## src/agam_pkg.sv

```systemverilog
// ----------------------------------------------------------------------------
// agam_pkg
// Shared types and constants of the adaptive gain audio mixer: controller
// states, the command and status groups between controller and datapath,
// and the fixed-point constants of the gain loop.
// ----------------------------------------------------------------------------
package agam_pkg;

    localparam int SAMPLE_FIELDS = 4;
    localparam int DIV_STEPS     = 16;
    localparam int RECOVER_SHIFT = 5;

    localparam logic [16:0] GAIN_ONE = 17'd65536;
    localparam logic [17:0] POS_LIMIT = 18'd32767;
    localparam logic [17:0] NEG_LIMIT = 18'd32768;
    localparam logic signed [15:0] OUT_MAX = 16'sh7FFF;
    localparam logic signed [15:0] OUT_MIN = 16'sh8000;

    typedef enum logic [4:0] {
        ST_IDLE  = 5'b00001,
        ST_MUL   = 5'b00010,
        ST_CHECK = 5'b00100,
        ST_DIV   = 5'b01000,
        ST_DONE  = 5'b10000
    } t_state;

    typedef struct packed {
        logic load;
        logic mul;
        logic check;
        logic div_step;
        logic finish;
    } t_cmd;

    typedef struct packed {
        logic clip;
        logic div_last;
        logic out_free;
    } t_sts;

endpackage

```

## src/agam_ctrl.sv

```systemverilog
// ----------------------------------------------------------------------------
// agam_ctrl
// Sequencer of the mixer: takes one transaction, steps the datapath through
// scaling, saturation check, optional gain division and result hand-off.
// ----------------------------------------------------------------------------
module agam_ctrl (
    input  logic           i_clk,
    input  logic           i_rst_n,
    input  logic           i_valid,
    output logic           o_ready,
    input  agam_pkg::t_sts i_sts,
    output agam_pkg::t_cmd o_cmd
);

    agam_pkg::t_state r_state;
    agam_pkg::t_state n_state;

    always_ff @(posedge i_clk) begin
        if (!i_rst_n) begin
            r_state <= agam_pkg::ST_IDLE;
        end else begin
            r_state <= n_state;
        end
    end

    always_comb begin
        n_state = r_state;
        o_cmd   = '0;
        o_ready = 1'b0;
        case (r_state)
            agam_pkg::ST_IDLE: begin
                o_ready = 1'b1;
                if (i_valid) begin
                    o_cmd.load = 1'b1;
                    n_state    = agam_pkg::ST_MUL;
                end
            end
            agam_pkg::ST_MUL: begin
                o_cmd.mul = 1'b1;
                n_state   = agam_pkg::ST_CHECK;
            end
            agam_pkg::ST_CHECK: begin
                o_cmd.check = 1'b1;
                n_state     = i_sts.clip ? agam_pkg::ST_DIV : agam_pkg::ST_DONE;
            end
            agam_pkg::ST_DIV: begin
                o_cmd.div_step = 1'b1;
                if (i_sts.div_last) begin
                    n_state = agam_pkg::ST_DONE;
                end
            end
            agam_pkg::ST_DONE: begin
                // Hold until the output register can take the result.
                if (i_sts.out_free) begin
                    o_cmd.finish = 1'b1;
                    n_state      = agam_pkg::ST_IDLE;
                end
            end
            default: begin
                n_state = agam_pkg::ST_IDLE;
            end
        endcase
    end

endmodule

```

## src/agam_dp.sv

```systemverilog
// ----------------------------------------------------------------------------
// agam_dp
// Datapath of the mixer: track summation, gain multiply, saturation,
// restoring divider for the new gain, gain recovery and output register.
// ----------------------------------------------------------------------------
module agam_dp #(
    parameter int TRACKS = 4
) (
    input  logic               i_clk,
    input  logic               i_rst_n,
    input  logic signed [15:0] i_sample_0,
    input  logic signed [15:0] i_sample_1,
    input  logic signed [15:0] i_sample_2,
    input  logic signed [15:0] i_sample_3,
    input  logic [2:0]         i_track_count,
    input  logic               i_block_start,
    input  agam_pkg::t_cmd     i_cmd,
    output agam_pkg::t_sts     o_sts,
    output logic               o_valid,
    input  logic               i_ready,
    output logic signed [15:0] o_mixed_sample,
    output logic               o_clipped
);

    localparam int TrackLimit =
        (TRACKS < agam_pkg::SAMPLE_FIELDS) ? TRACKS : agam_pkg::SAMPLE_FIELDS;
    localparam logic [2:0] LimitBits = 3'(TrackLimit);

    logic signed [15:0] samples [agam_pkg::SAMPLE_FIELDS];
    logic [2:0]         count_eff;
    logic signed [18:0] sum;
    logic [17:0]        sum_mag;
    logic [34:0]        product;
    logic               clip_pos;
    logic               clip_neg;
    logic [18:0]        neg_res;
    logic [18:0]        rem_shift;
    logic [18:0]        rem_diff;
    logic [16:0]        gain_pre;
    logic [16:0]        gain_step;

    logic [16:0]        r_gain;
    logic               r_neg;
    logic [17:0]        r_mag;
    logic [17:0]        r_pm;
    logic               r_clip;
    logic signed [15:0] r_res;
    logic [17:0]        r_rem;
    logic [17:0]        r_div;
    logic [15:0]        r_quo;
    logic [3:0]         r_cnt;
    logic               r_out_valid;
    logic signed [15:0] r_out_sample;
    logic               r_out_clip;

    assign samples[0] = i_sample_0;
    assign samples[1] = i_sample_1;
    assign samples[2] = i_sample_2;
    assign samples[3] = i_sample_3;

    always_comb begin
        count_eff = (i_track_count > LimitBits) ? LimitBits : i_track_count;
        sum       = '0;
        for (int i = 0; i < agam_pkg::SAMPLE_FIELDS; i++) begin
            if (3'(i) < count_eff) begin
                sum = sum + 19'(samples[i]);
            end
        end
        sum_mag = sum[18] ? 18'(-sum) : 18'(sum);
    end

    // A gain reset by block start must take effect before this item is scaled,
    // so the multiply reads the gain after the load cycle.
    assign product  = 35'(r_mag) * 35'(r_gain);
    assign clip_pos = !r_neg && (r_pm > agam_pkg::POS_LIMIT);
    assign clip_neg = r_neg && (r_pm > agam_pkg::NEG_LIMIT);
    assign neg_res  = 19'(0) - {1'b0, r_pm};

    assign rem_shift = {r_rem, 1'b0};
    assign rem_diff  = rem_shift - {1'b0, r_div};

    assign gain_pre  = r_clip ? {1'b0, r_quo} : r_gain;
    assign gain_step = (agam_pkg::GAIN_ONE - gain_pre) >> agam_pkg::RECOVER_SHIFT;

    always_ff @(posedge i_clk) begin
        if (!i_rst_n) begin
            r_gain      <= agam_pkg::GAIN_ONE;
            r_out_valid <= 1'b0;
        end else begin
            if (i_cmd.load && i_block_start) begin
                r_gain <= agam_pkg::GAIN_ONE;
            end else if (i_cmd.finish && (gain_pre < agam_pkg::GAIN_ONE)) begin
                r_gain <= gain_pre + gain_step;
            end else if (i_cmd.finish) begin
                r_gain <= gain_pre;
            end
            if (i_cmd.finish) begin
                r_out_valid <= 1'b1;
            end else if (i_ready) begin
                r_out_valid <= 1'b0;
            end
        end
    end

    always_ff @(posedge i_clk) begin
        if (i_cmd.load) begin
            r_neg <= sum[18];
            r_mag <= sum_mag;
        end
        if (i_cmd.mul) begin
            r_pm <= product[33:16];
        end
        if (i_cmd.check) begin
            r_clip <= clip_pos || clip_neg;
            if (clip_pos) begin
                r_res <= agam_pkg::OUT_MAX;
            end else if (clip_neg) begin
                r_res <= agam_pkg::OUT_MIN;
            end else if (r_neg) begin
                r_res <= neg_res[15:0];
            end else begin
                r_res <= r_pm[15:0];
            end
            // The limit times 1.0 has its upper eighteen quotient bits at zero,
            // so the divider starts with the limit as partial remainder.
            r_rem <= r_neg ? agam_pkg::NEG_LIMIT : agam_pkg::POS_LIMIT;
            r_div <= r_pm;
            r_quo <= '0;
            r_cnt <= '0;
        end
        if (i_cmd.div_step) begin
            r_cnt <= r_cnt + 4'd1;
            if (rem_shift >= {1'b0, r_div}) begin
                r_rem <= rem_diff[17:0];
                r_quo <= {r_quo[14:0], 1'b1};
            end else begin
                r_rem <= rem_shift[17:0];
                r_quo <= {r_quo[14:0], 1'b0};
            end
        end
        if (i_cmd.finish) begin
            r_out_sample <= r_res;
            r_out_clip   <= r_clip;
        end
    end

    assign o_sts.clip     = clip_pos || clip_neg;
    assign o_sts.div_last = (r_cnt == 4'(agam_pkg::DIV_STEPS - 1));
    assign o_sts.out_free = !r_out_valid || i_ready;

    assign o_valid        = r_out_valid;
    assign o_mixed_sample = r_out_sample;
    assign o_clipped      = r_out_clip;

endmodule

```

## src/adaptive_gain_audio_mixer.sv

```systemverilog
// ----------------------------------------------------------------------------
// adaptive_gain_audio_mixer
// Mixes up to four 16-bit tracks with a running Q1.16 gain that drops on
// saturation and recovers toward unity on each following sample.
// ----------------------------------------------------------------------------
// An item passes from acceptance through the multiply, check and done states
// to a result in the output register when the scaled sum stays in range, and
// also through the divide state when it saturates: the new gain then comes
// from a restoring divider that resolves one quotient bit per cycle over 16
// steps. The done state holds until the output register is free. One item is
// in work at a time; the next one is accepted as soon as the previous result
// sits in the output register, even while it still waits to be taken.
module adaptive_gain_audio_mixer #(
    parameter int TRACKS = 4
) (
    input  logic               i_clk,
    input  logic               i_rst_n,
    input  logic               i_valid,
    output logic               o_ready,
    input  logic signed [15:0] i_sample_0,
    input  logic signed [15:0] i_sample_1,
    input  logic signed [15:0] i_sample_2,
    input  logic signed [15:0] i_sample_3,
    input  logic [2:0]         i_track_count,
    input  logic               i_block_start,
    output logic               o_valid,
    input  logic               i_ready,
    output logic signed [15:0] o_mixed_sample,
    output logic               o_clipped
);

    agam_pkg::t_cmd cmd;
    agam_pkg::t_sts sts;

    agam_ctrl u_ctrl (
        .i_clk   (i_clk),
        .i_rst_n (i_rst_n),
        .i_valid (i_valid),
        .o_ready (o_ready),
        .i_sts   (sts),
        .o_cmd   (cmd)
    );

    agam_dp #(
        .TRACKS (TRACKS)
    ) u_dp (
        .i_clk          (i_clk),
        .i_rst_n        (i_rst_n),
        .i_sample_0     (i_sample_0),
        .i_sample_1     (i_sample_1),
        .i_sample_2     (i_sample_2),
        .i_sample_3     (i_sample_3),
        .i_track_count  (i_track_count),
        .i_block_start  (i_block_start),
        .i_cmd          (cmd),
        .o_sts          (sts),
        .o_valid        (o_valid),
        .i_ready        (i_ready),
        .o_mixed_sample (o_mixed_sample),
        .o_clipped      (o_clipped)
    );

`ifndef SYNTHESIS
    // A clipped result always carries one of the two saturation values.
    a_clip_saturates: assert property (@(posedge i_clk) disable iff (!i_rst_n)
        (o_valid && o_clipped) |->
            (o_mixed_sample == agam_pkg::OUT_MAX || o_mixed_sample == agam_pkg::OUT_MIN))
        else $error("clipped result is not a saturation value");

    // After a transaction is taken, no second one is taken in the next cycle.
    a_busy_after_load: assert property (@(posedge i_clk) disable iff (!i_rst_n)
        cmd.load |=> !o_ready)
        else $error("input accepted while an item is in work");

    // A result is only written when the output register is free.
    a_no_overwrite: assert property (@(posedge i_clk) disable iff (!i_rst_n)
        cmd.finish |-> (!o_valid || i_ready))
        else $error("result written over a pending output");
`endif

endmodule
```

## config.mk

```make
export PLATFORM = sky130hd
export DESIGN_NAME = adaptive_gain_audio_mixer
export DESIGN_NICKNAME = d
export VERILOG_FILES = /design/src/agam_pkg.sv /design/src/agam_ctrl.sv /design/src/agam_dp.sv /design/src/adaptive_gain_audio_mixer.sv
export SDC_FILE = /design/constraint.sdc
export NUM_CORES = 1
export LEC_CHECK = 0
export BUFFER_PORTS_ARGS = -buffer_cell sky130_fd_sc_hd__buf_2
export CORE_UTILIZATION = 60
export CTS_BUF_LIST = sky130_fd_sc_hd__clkbuf_16
export DETAILED_ROUTE_END_ITERATION = 10
export HOLD_SLACK_MARGIN = 0.1
export PLACE_DENSITY = 0.78
export SYNTH_ARGS = -nofsm -noshare
export SYNTH_HDL_FRONTEND = slang
export SYNTH_SLANG_ARGS = --single-unit
```

## constraint.sdc

```tcl
create_clock -name i_clk -period 11.1 [get_ports i_clk]
set_input_delay 0.555 -clock i_clk [delete_from_list [all_inputs] [get_ports i_clk]]
set_output_delay 0.555 -clock i_clk [all_outputs]
set_load 0.02 [all_outputs]
```

==> results of run 1 <==
==> flip-flops by register name, summed over array words and instances (netlist names), 4 cells and up <==
register	cells
u_ctrl.r_state	5
u_dp.o_mixed_sample	16
u_dp.r_cnt	4
u_dp.r_div	18
u_dp.r_gain	17
u_dp.r_mag	18
u_dp.r_pm	18
u_dp.r_quo	16
u_dp.r_rem	18
u_dp.r_res	16
==> layout by cell type, fill, tap and decap left out, types with 14 or more instances in the layout <==
cell type	n
xor2_1	40
a21o_1	43
nand2b_1	17
nor3_1	23
and3_1	19
nand3_1	28
mux2_2	14
o21ai_0	78
xnor2_1	80
clkbuf_16	17
o21a_1	16
buf_2	90
edfxtp_1	127
nand2_1	300
fa_1	241
a211oi_1	20
mux2i_1	33
nor2_1	104
and2_1	134
o31ai_1	16
a21oi_1	96
inv_1	338
dfxtp_1	23
o21bai_1	14
nor2b_1	20
ha_1	187
==> metrics by stage <==
step | util (%) | setup slack [ns] | instance area [um^2] | std cells | power, mW
6_report | 64.8 | 2.62 | 22300 | 2797 | 3.19
5_1_grt | 64.8 | 2.07 | 22300 | 2797 | 3.41
4_1_cts | 64.8 | 2.75 | 22300 | 2797 | 3.18
3_5_place_dp | 62.9 | 2.32 | 21700 | 2765 | 2.54
3_3_place_gp | 62.9 | 2.52 | 21700 | 2765 | 2.49
2_1_floorplan | - | 3.75 | 21000 | 2313 | 2.06
==> report_power, final <==
group	total, mW	switching [mW]	internal (mW)
registers	0.993	0.253	0.740
logic	1.57	0.926	0.647
clock network	0.626	0.279	0.347
==> critical path: cells and delay by family <==
family,cells,cell delay [ns]
fa+ha+maj,5,1.45
buf+inv,3,0.44
xor+xnor,5,1.34
compound gates,12,2.85
mux,1,0.24
simple gates,6,1.75
==> final cells by class <==
cell class                      instances  area (um^2)
Clock buffer                           17          425
Clock inverter                         15          206
Fill cell                            2766        12100
Inverter                              338         1270
Multi-Input combinational cell       1719        15000
Sequential cell                       150         4270
Tap cell                              455          569
Timing Repair Buffer                  103          548
==> worst paths after layout <==
check,cells past startpoint,from,end,slack (ns)
max reg2reg,22,u_dp.r_gain[8],u_dp.r_pm[17],3.76
min reg2reg,0,u_dp.r_res[14],u_dp.o_mixed_sample[14],0.42
max,32,i_track_count[2],u_dp.r_mag[6],2.62
min,2,i_rst_n,u_ctrl.r_state[0],0.38
==> cell families (layout without fill, tap and decap cells) <==
logic type	Yosys count	count (layout)	synth area share, %
multiplexers	50	50	2.52
AO/OA/AOI/OAI	410	410	13.2
buffers and inverters	444	473	8.04
XOR/XNOR	122	122	5.20
adder cells (fa/ha/maj)	430	430	34.3
flip-flops	150	150	20.4
AND/OR/NAND/NOR	707	707	16.4
==> layer usage <==
layer / wire length [um] / vias up
met5: 0 / -
met4: 2390 / 0
met3: 3590 / 161
met2: 27100 / 722
met1: 21400 / 8393
li1: - / 7737
==> summary.md, run 1 <==
| Metric | Value |
|---|---|
| Skew final | `0.0199 ns` |
| #FFs+latches synth | `150` |
| Final wirelength | `54500 um` |
| Final Net Count | `2829` |
| Number of port buffers | `90` |
| Iteration count of the initial detailed-routing pass | `6` |
| GR Util met2 | `56.0%` |
| WP data required | `11.26 ns` |
| Synth unique cells | `89` |
| Slew @ Worst Pin | `1.19 ns` |
| GR peak layer | `met2` |
| Largest net degree at the start of global routing | `44` |
| Crit path capture type | `flop` |
| Worst setup SP type | `input port` |
| Area Growth Syn to Fin | `6.46%` |
| Worst skew pair latency | `0.44 ns` |
| Hold slack | `0.376 ns` |
| CTS resizes | `0` |
| Routed Antenna Nets | `0` |
| Clock sinks | `150` |
| Max-Cap Viols | `0` |
| Post-synth top area cell | `fa_1` |
| Peak Freq | `118 MHz` |
| CTS root buf | `clkbuf_16` |
| Hold Vio Cnt, Final | `0` |
| Starting Density | `approximately three fifths` |
| Most frequent cells after synthesis | `338 x inv_1, 300 x nand2_1, 241 x fa_1` |
| CP Max Fanout | `43` |
| Unrepaired setup endpoints after global routing | `no` |
| N_diodes | `0` |
| Met1 Track Usage GR | `between 30% and 40%` |
| Post-synth EDFFs | `between 100 and 150` |
| Drc violations | `0` |
| CP Class | `input port to flop` |
| Synth Warn # | `0` |
| Post-CTS setup buffer count | `0` |
| Clock-pin slew on the worst setup and hold paths | `0.06 ns` |
| Initial antenna violation count | `0` |
| Worst vdd ir | `0.000113 V` |
| Die height | `189 um` |
| Hold Path Class | `input port to flop` |
| Async set-or-reset flop fraction in the synthesized netlist | `0%` |
| Final estimated routing congestion in global placement | `1.03` |
| Top post-synthesis cells by area | `fa_1 23%, edfxtp_1 18%, ha_1 11%, inv_1 6.1%, nand2_1 5.4%` |
| TritonCTS clock tree | `done` |
| Max incr delay on CP | `0.62 ns` |
| Layout cells sized above 1 | `7.69%` |
| Post-synthesis cell count | `2313` |
| Minimum clock period after layout | `between 8 and 9 ns` |
| Vias in the first global route | `17800` |
| Synth top area share | `23.0%` |
| Synth Cell Area | `21000 um^2` |
| Total vias in the final route | `17000` |
| Main synth FF type | `edfxtp_1` |
| Max Slew Vio Count | `0` |
| Top-count cell post-synth | `inv_1` |
| Data arrival, critical path | `between 8 and 9 ns` |
| Grt ovf | `0` |
| Seq/Total Area, Yosys | `20.4%` |
| Met3 usage | `4.50%` |
| GRT Util Overall | `31.9%` |
| H-tree Lvls | `4` |
| Num CTS Buffers | `17` |
| Max Buffers Root-to-Sink | `2` |
| Slowest-stage cell, CP | `or3_1` |
| First-pass GRT wire length | `89700 um` |
| Status | `finished, final reports clean` |
| LEAKAGE | `10.2 nW` |
| Via density | `6.08` |
| CORE AREA | `34500 um^2` |
| P per Cell Area | `143 nW/um^2` |
| # rows | `68` |
| Setup_tns | `0 ns` |
| Ports | `91` |
| Detailed Place HPWL | `about 42000 um` |
| Relative slew slack | `20.3%` |
| Iter 0 DRT Violations | `~1200` |
| Fin crit share | `between 70 and 80%` |
| Post-Syn Nets | `about 2800` |
| CTS Hold Buffers Added | `0` |
| Routed wire per std cell | `19.5 um` |
| Die ar. | `35700 um^2` |
| # setup viols final | `0` |
| Syn avg cell area | `9.06 um^2` |
| Die width | `~190 um` |
Note: power is estimated with default switching activity, not from simulation.
==> run 2, diff against run 1 <==
--- a/config.mk
+++ b/config.mk
@@ -5,12 +5,13 @@
 export SDC_FILE = /design/constraint.sdc
 export NUM_CORES = 1
 export LEC_CHECK = 0
+export ABC_AREA = 1
 export BUFFER_PORTS_ARGS = -buffer_cell sky130_fd_sc_hd__buf_2
-export CORE_UTILIZATION = 60
+export CORE_UTILIZATION = 59
 export CTS_BUF_LIST = sky130_fd_sc_hd__clkbuf_16
 export DETAILED_ROUTE_END_ITERATION = 10
 export HOLD_SLACK_MARGIN = 0.1
-export PLACE_DENSITY = 0.78
+export PLACE_DENSITY = 0.8
 export SYNTH_ARGS = -nofsm -noshare
 export SYNTH_HDL_FRONTEND = slang
 export SYNTH_SLANG_ARGS = --single-unit
==> constraint.sdc (replaced) <==
create_clock -name i_clk -period 6.85 [get_ports i_clk]
set_input_delay 0.3425 -clock i_clk [delete_from_list [all_inputs] [get_ports i_clk]]
set_output_delay 0.3425 -clock i_clk [all_outputs]
set_load 0.02 [all_outputs]
==> run 2 against run 1 <==
  * The flow now finishes with violations (DRC)
  * Combinational power up 25%
  * Count of clock-buffer cells in the layout unchanged
  * Sequential cell count unchanged
  * Sequential share of layout area down 0.78 points
  * Register-to-register slack worse by 3.6 ns
  * Worst setup slack worse by 2.4 ns
  * First-iteration DRC count up 36%
  * Global-route usage down 0.32 points
  * Non-clock buffer count up 65
  * Die area up 4.0%
  * Critical endpoint is now u_dp.r_pm[17]
==> summary.md, run 2 <==
| Metric | Value |
|---|---|
| Status | `finished, violations left` |
| Failing checks | `DRC` |
| Grt ovf | `0 (unchanged)` |
| Layout cells sized above 1 | `8.61% (+0.93 points)` |
| Routed wire per std cell | `16.4 um (-16%)` |
| Post-synth top area cell | `fa_1` |
| Synth unique cells | `53 (-40%)` |
| Hold Vio Cnt, Final | `0 (unchanged)` |
| Seq/Total Area, Yosys | `19.9% (-0.46 points)` |
| Reg2reg start | `u_dp.r_gain[14]` |
| Via density | `5.54 (-9.0%)` |
| Final core utilization | `65.4% (+0.63 points)` |
| Number of port buffers | `90 (unchanged)` |
| Synth Cell Area | `21500 um^2 (+2.3%)` |
| Worst vdd ir | `0.000119 V (+5.2%)` |
| Max-Cap Viols | `0 (unchanged)` |
| GRT Util Overall | `31.5% (-0.32 points)` |
| Worst Hold Depth | `2 (unchanged)` |
| Peak Freq | `150 MHz` |
| Hold Path Class | `input port to flop` |
| Max Slew Vio Count | `0 (unchanged)` |
| Largest family of logic cells by synthesized area | `adder cells` |
| Crit-path cells | `buf_4 -> nand2_1 -> fa_1 -> fa_1 -> inv_1 -> fa_1 -> fa_1 -> fa_1 -> fa_1 -> ha_1 -> nand2_1 -> nor4_1 -> nand3_1 -> nand3_1 -> nand2_1 -> o211ai_1 -> a31oi_1 -> o41ai_1 -> xor2_1` |
| Mux contribution to synthesized area | `0% (-2.5 points)` |
| CP Class | `flop to flop` |
| R2r endpoint | `u_dp.r_pm[17]` |
| CP Max Fanout | `13 (-70%)` |
| Detailed Place HPWL | `45200 um (+8.5%)` |
| DRT met1 WL | `23100 um (+7.7%)` |
| Main synth FF type | `edfxtp_1` |
| Ports | `91 (unchanged)` |
| First-pass GRT wire length | `91300 um (+1.7%)` |
| LEAKAGE | `12.4 nW (+22%)` |
| Area fraction in and, or, nand and nor cells after synthesis | `21.2% (+4.8 points)` |
| Worst Hold End | `u_ctrl.r_state[0]` |
| Syn avg cell area | `7.53 um^2 (-17%)` |
| Async set-or-reset flop fraction in the synthesized netlist | `0% (unchanged)` |
| CORE AREA | `35700 um^2 (+3.5%)` |
| Vias in the first global route | `18900 (+5.9%)` |
| Die height | `193 um (+2.0%)` |
| R2r worst-path depth | `19 (-14%)` |
| CTS Hold Buffers Added | `0 (unchanged)` |
| Largest net degree at the start of global routing | `39 (-11%)` |
| Top layer in use | `met4` |
| Most frequent cells in the layout | `745 x nand2_1, 623 x inv_1, 241 x fa_1` |
| Final total power | `4.09 mW (+28%)` |
| Min-Delay Startpoint | `i_rst_n` |
| Post-synthesis xor/xnor area fraction | `3.47% (-1.7 points)` |
| Worst skew pair latency | `0.46 ns (+0.02 ns)` |
| Synth top area share | `22.5% (-0.52 points)` |
| Area Growth Syn to Fin | `8.71%` |
| Total vias in the final route | `18900 (+11%)` |
| Post-synthesis adder-cell area fraction | `33.4% (-0.87 points)` |
| Data arrival, critical path | `6.83 ns (-1.81 ns)` |
| Setup_tns | `0 ns (unchanged)` |
| WP data required | `7.02 ns (-4.24 ns)` |
| Critical path's most frequent cell | `fa_1` |
| Synth Area in Compound Gates | `9.08% (-4.1 points)` |
| Skew final | `0.0237 ns (+0.00385 ns)` |
| Iter 0 DRT Violations | `1636 (+36%)` |
| Setup WS post-layout | `0.189 ns (-2.44 ns)` |
| Post-synthesis cell count | `2849 (+23%)` |
| Reg area | `4280 um^2 (+0.23%)` |
| H-tree Lvls | `4 (unchanged)` |
| #FFs+latches synth | `150 (unchanged)` |
| Met2 wire length | `27400 um (+0.96%)` |
| Max Buffers Root-to-Sink | `2 (unchanged)` |
| Num CTS Buffers | `17 (unchanged)` |
| Final Net Count | `3436 (+21%)` |
| # setup viols final | `0 (unchanged)` |
| Final wirelength | `56100 um (+2.9%)` |
| Fin crit share | `97.2%` |
| Clock sinks | `150 (unchanged)` |
| Most frequent cells after synthesis | `745 x nand2_1, 622 x inv_1, 241 x fa_1` |
| Crit path capture type | `flop` |
| Die width | `193 um (+2.0%)` |
| Slew @ Worst Pin | `1.17 ns (-0.0211 ns)` |
| Filler cells | `2967 (+7.3%)` |
| Crit path buf inv count | `2 (-1)` |
| DP Worst Slack | `0.190 ns (-2.13 ns)` |
| Post-synth EDFFs | `127 (unchanged)` |
| Initial antenna violation count | `6 (+6)` |
| Area of the multi-input gates | `14400 um^2 (-4.0%)` |
| Synth Warn # | `0 (unchanged)` |
| Minimum clock period after layout | `between 6 and 7 ns` |
| Relative slew slack | `21.7% (+1.4 points)` |
| P per Cell Area | `175 nW/um^2 (+23%)` |
| Met3 wire len | `3790 um (+5.7%)` |
| Slowest-stage cell, CP | `dfxtp_1` |
| Post-Syn Nets | `3349 (+19%)` |
| Routed Antenna Nets | `0 (unchanged)` |
| Top-count cell post-synth | `nand2_1` |
| Worst setup SP type | `flop` |
| Clock-pin slew on the worst setup and hold paths | `0.07 ns (about the same)` |
| Cell family with most CP delay | `adder cells` |
| CTS root buf | `clkbuf_16` |
| Number of cells on the critical path | `19 (-41%)` |
| Iteration count of the initial detailed-routing pass | `8 (+2)` |
| TritonCTS clock tree | `done` |
| Most common cell after layout, fill and taps aside | `nand2_1` |
| Top post-synthesis cells by area | `fa_1 22%, edfxtp_1 18%, nand2_1 13%, ha_1 11%, inv_1 11%` |
| Drc violations | `10 (+10)` |
| # rows | `69 (+1.5%)` |
| Unrepaired setup endpoints after global routing | `no` |
| Die ar. | `37100 um^2 (+4.0%)` |
| Final estimated routing congestion in global placement | `0.988 (-3.8%)` |
| FF-to-FF setup slack | `0.19 ns (-3.57 ns)` |
| Max incr delay on CP | `0.64 ns (+0.02 ns)` |
| Starting Density | `60.2% (-0.68 points)` |
[run 2: cell types whose count changed after synthesis, moves of 20 or more]
cell | previous run | this run
nand2_1 | 300 | 745
inv_1 | 338 | 622
and2_1 | 134 | 1
nand3_1 | 28 | 121
a21oi_1 | 97 | 157
xnor2_1 | 80 | 27
nor2_1 | 104 | 147
a21o_1 | 43 | 9
mux2i_1 | 33 | 0
nor2b_1 | 20 | 0
[run 2: metal layers]
layer	vias to the layer above	GRT usage [%]
met2	777	54.4
met5	-	0
met4	0	13.8
met1	9019	39.4
li1	8996	-
met3	122	4.24
[run 2: stage by stage]
| step | area (um^2) | hold WS (ns) | std cells |
|---|---|---|---|
| final | 23300 | 0.112 | 3416 |
| after global routing | 23300 | 0.119 | 3416 |
| after CTS | 23000 | 0.106 | 3373 |
| after detailed placement | 22400 | 0.405 | 3341 |
| after global placement | 22400 | 0.405 | 3341 |
| after floorplan | 21500 | 0.400 | 2849 |
[run 2: what timing repair did]
action	4_1_cts	5_1_grt
setup endpoints to repair	0	4
gates resized for setup	0	8
setup buffers	0	37
[run 2: how the worst max path moves through the flow]
stage                         end  slack, ns             from
floorplan           u_dp.r_pm[16]       0.64   u_dp.r_gain[7]
global placement    u_dp.r_pm[16]       0.44   u_dp.r_mag[12]
detailed placement  u_dp.r_pm[17]       0.19   u_dp.r_mag[14]
CTS                 u_dp.r_pm[17]       0.14   u_dp.r_mag[14]
global route        u_dp.r_pm[17]       0.02   u_dp.r_gain[8]
finish              u_dp.r_pm[17]       0.19  u_dp.r_gain[14]
[run 2: where the power goes]
| group | switching, mW | internal (mW) | total (mW) |
|---|---|---|---|
| combinational | 1.23 | 0.740 | 1.97 |
| sequential | 0.0895 | 1.09 | 1.18 |
| clock | 0.428 | 0.509 | 0.937 |
| total | 1.75 | 2.34 | 4.09 |
[run 2: final cells by class]
type                    instances  share of cell area [%]
multi-input cells            1971                    61.9
flip-flops and latches        150                    18.4
inverters                     628                    10.1
repair buffers                168                    4.66
well taps                     461                    2.47
clock buffers                  17                    1.82
clock inverters                15                   0.649
diodes                          6                  0.0644
[run 2: kinds of logic (layout without fill, tap and decap cells)]
family	after synthesis	count (layout)
AOI/OAI and AO/OA	347	347
xor gates and xnor gates	85	85
DFF	150	150
other	0	6
and+or+nand+nor	1111	1111
buffers and inverters	728	828
adders and majority gates	428	428
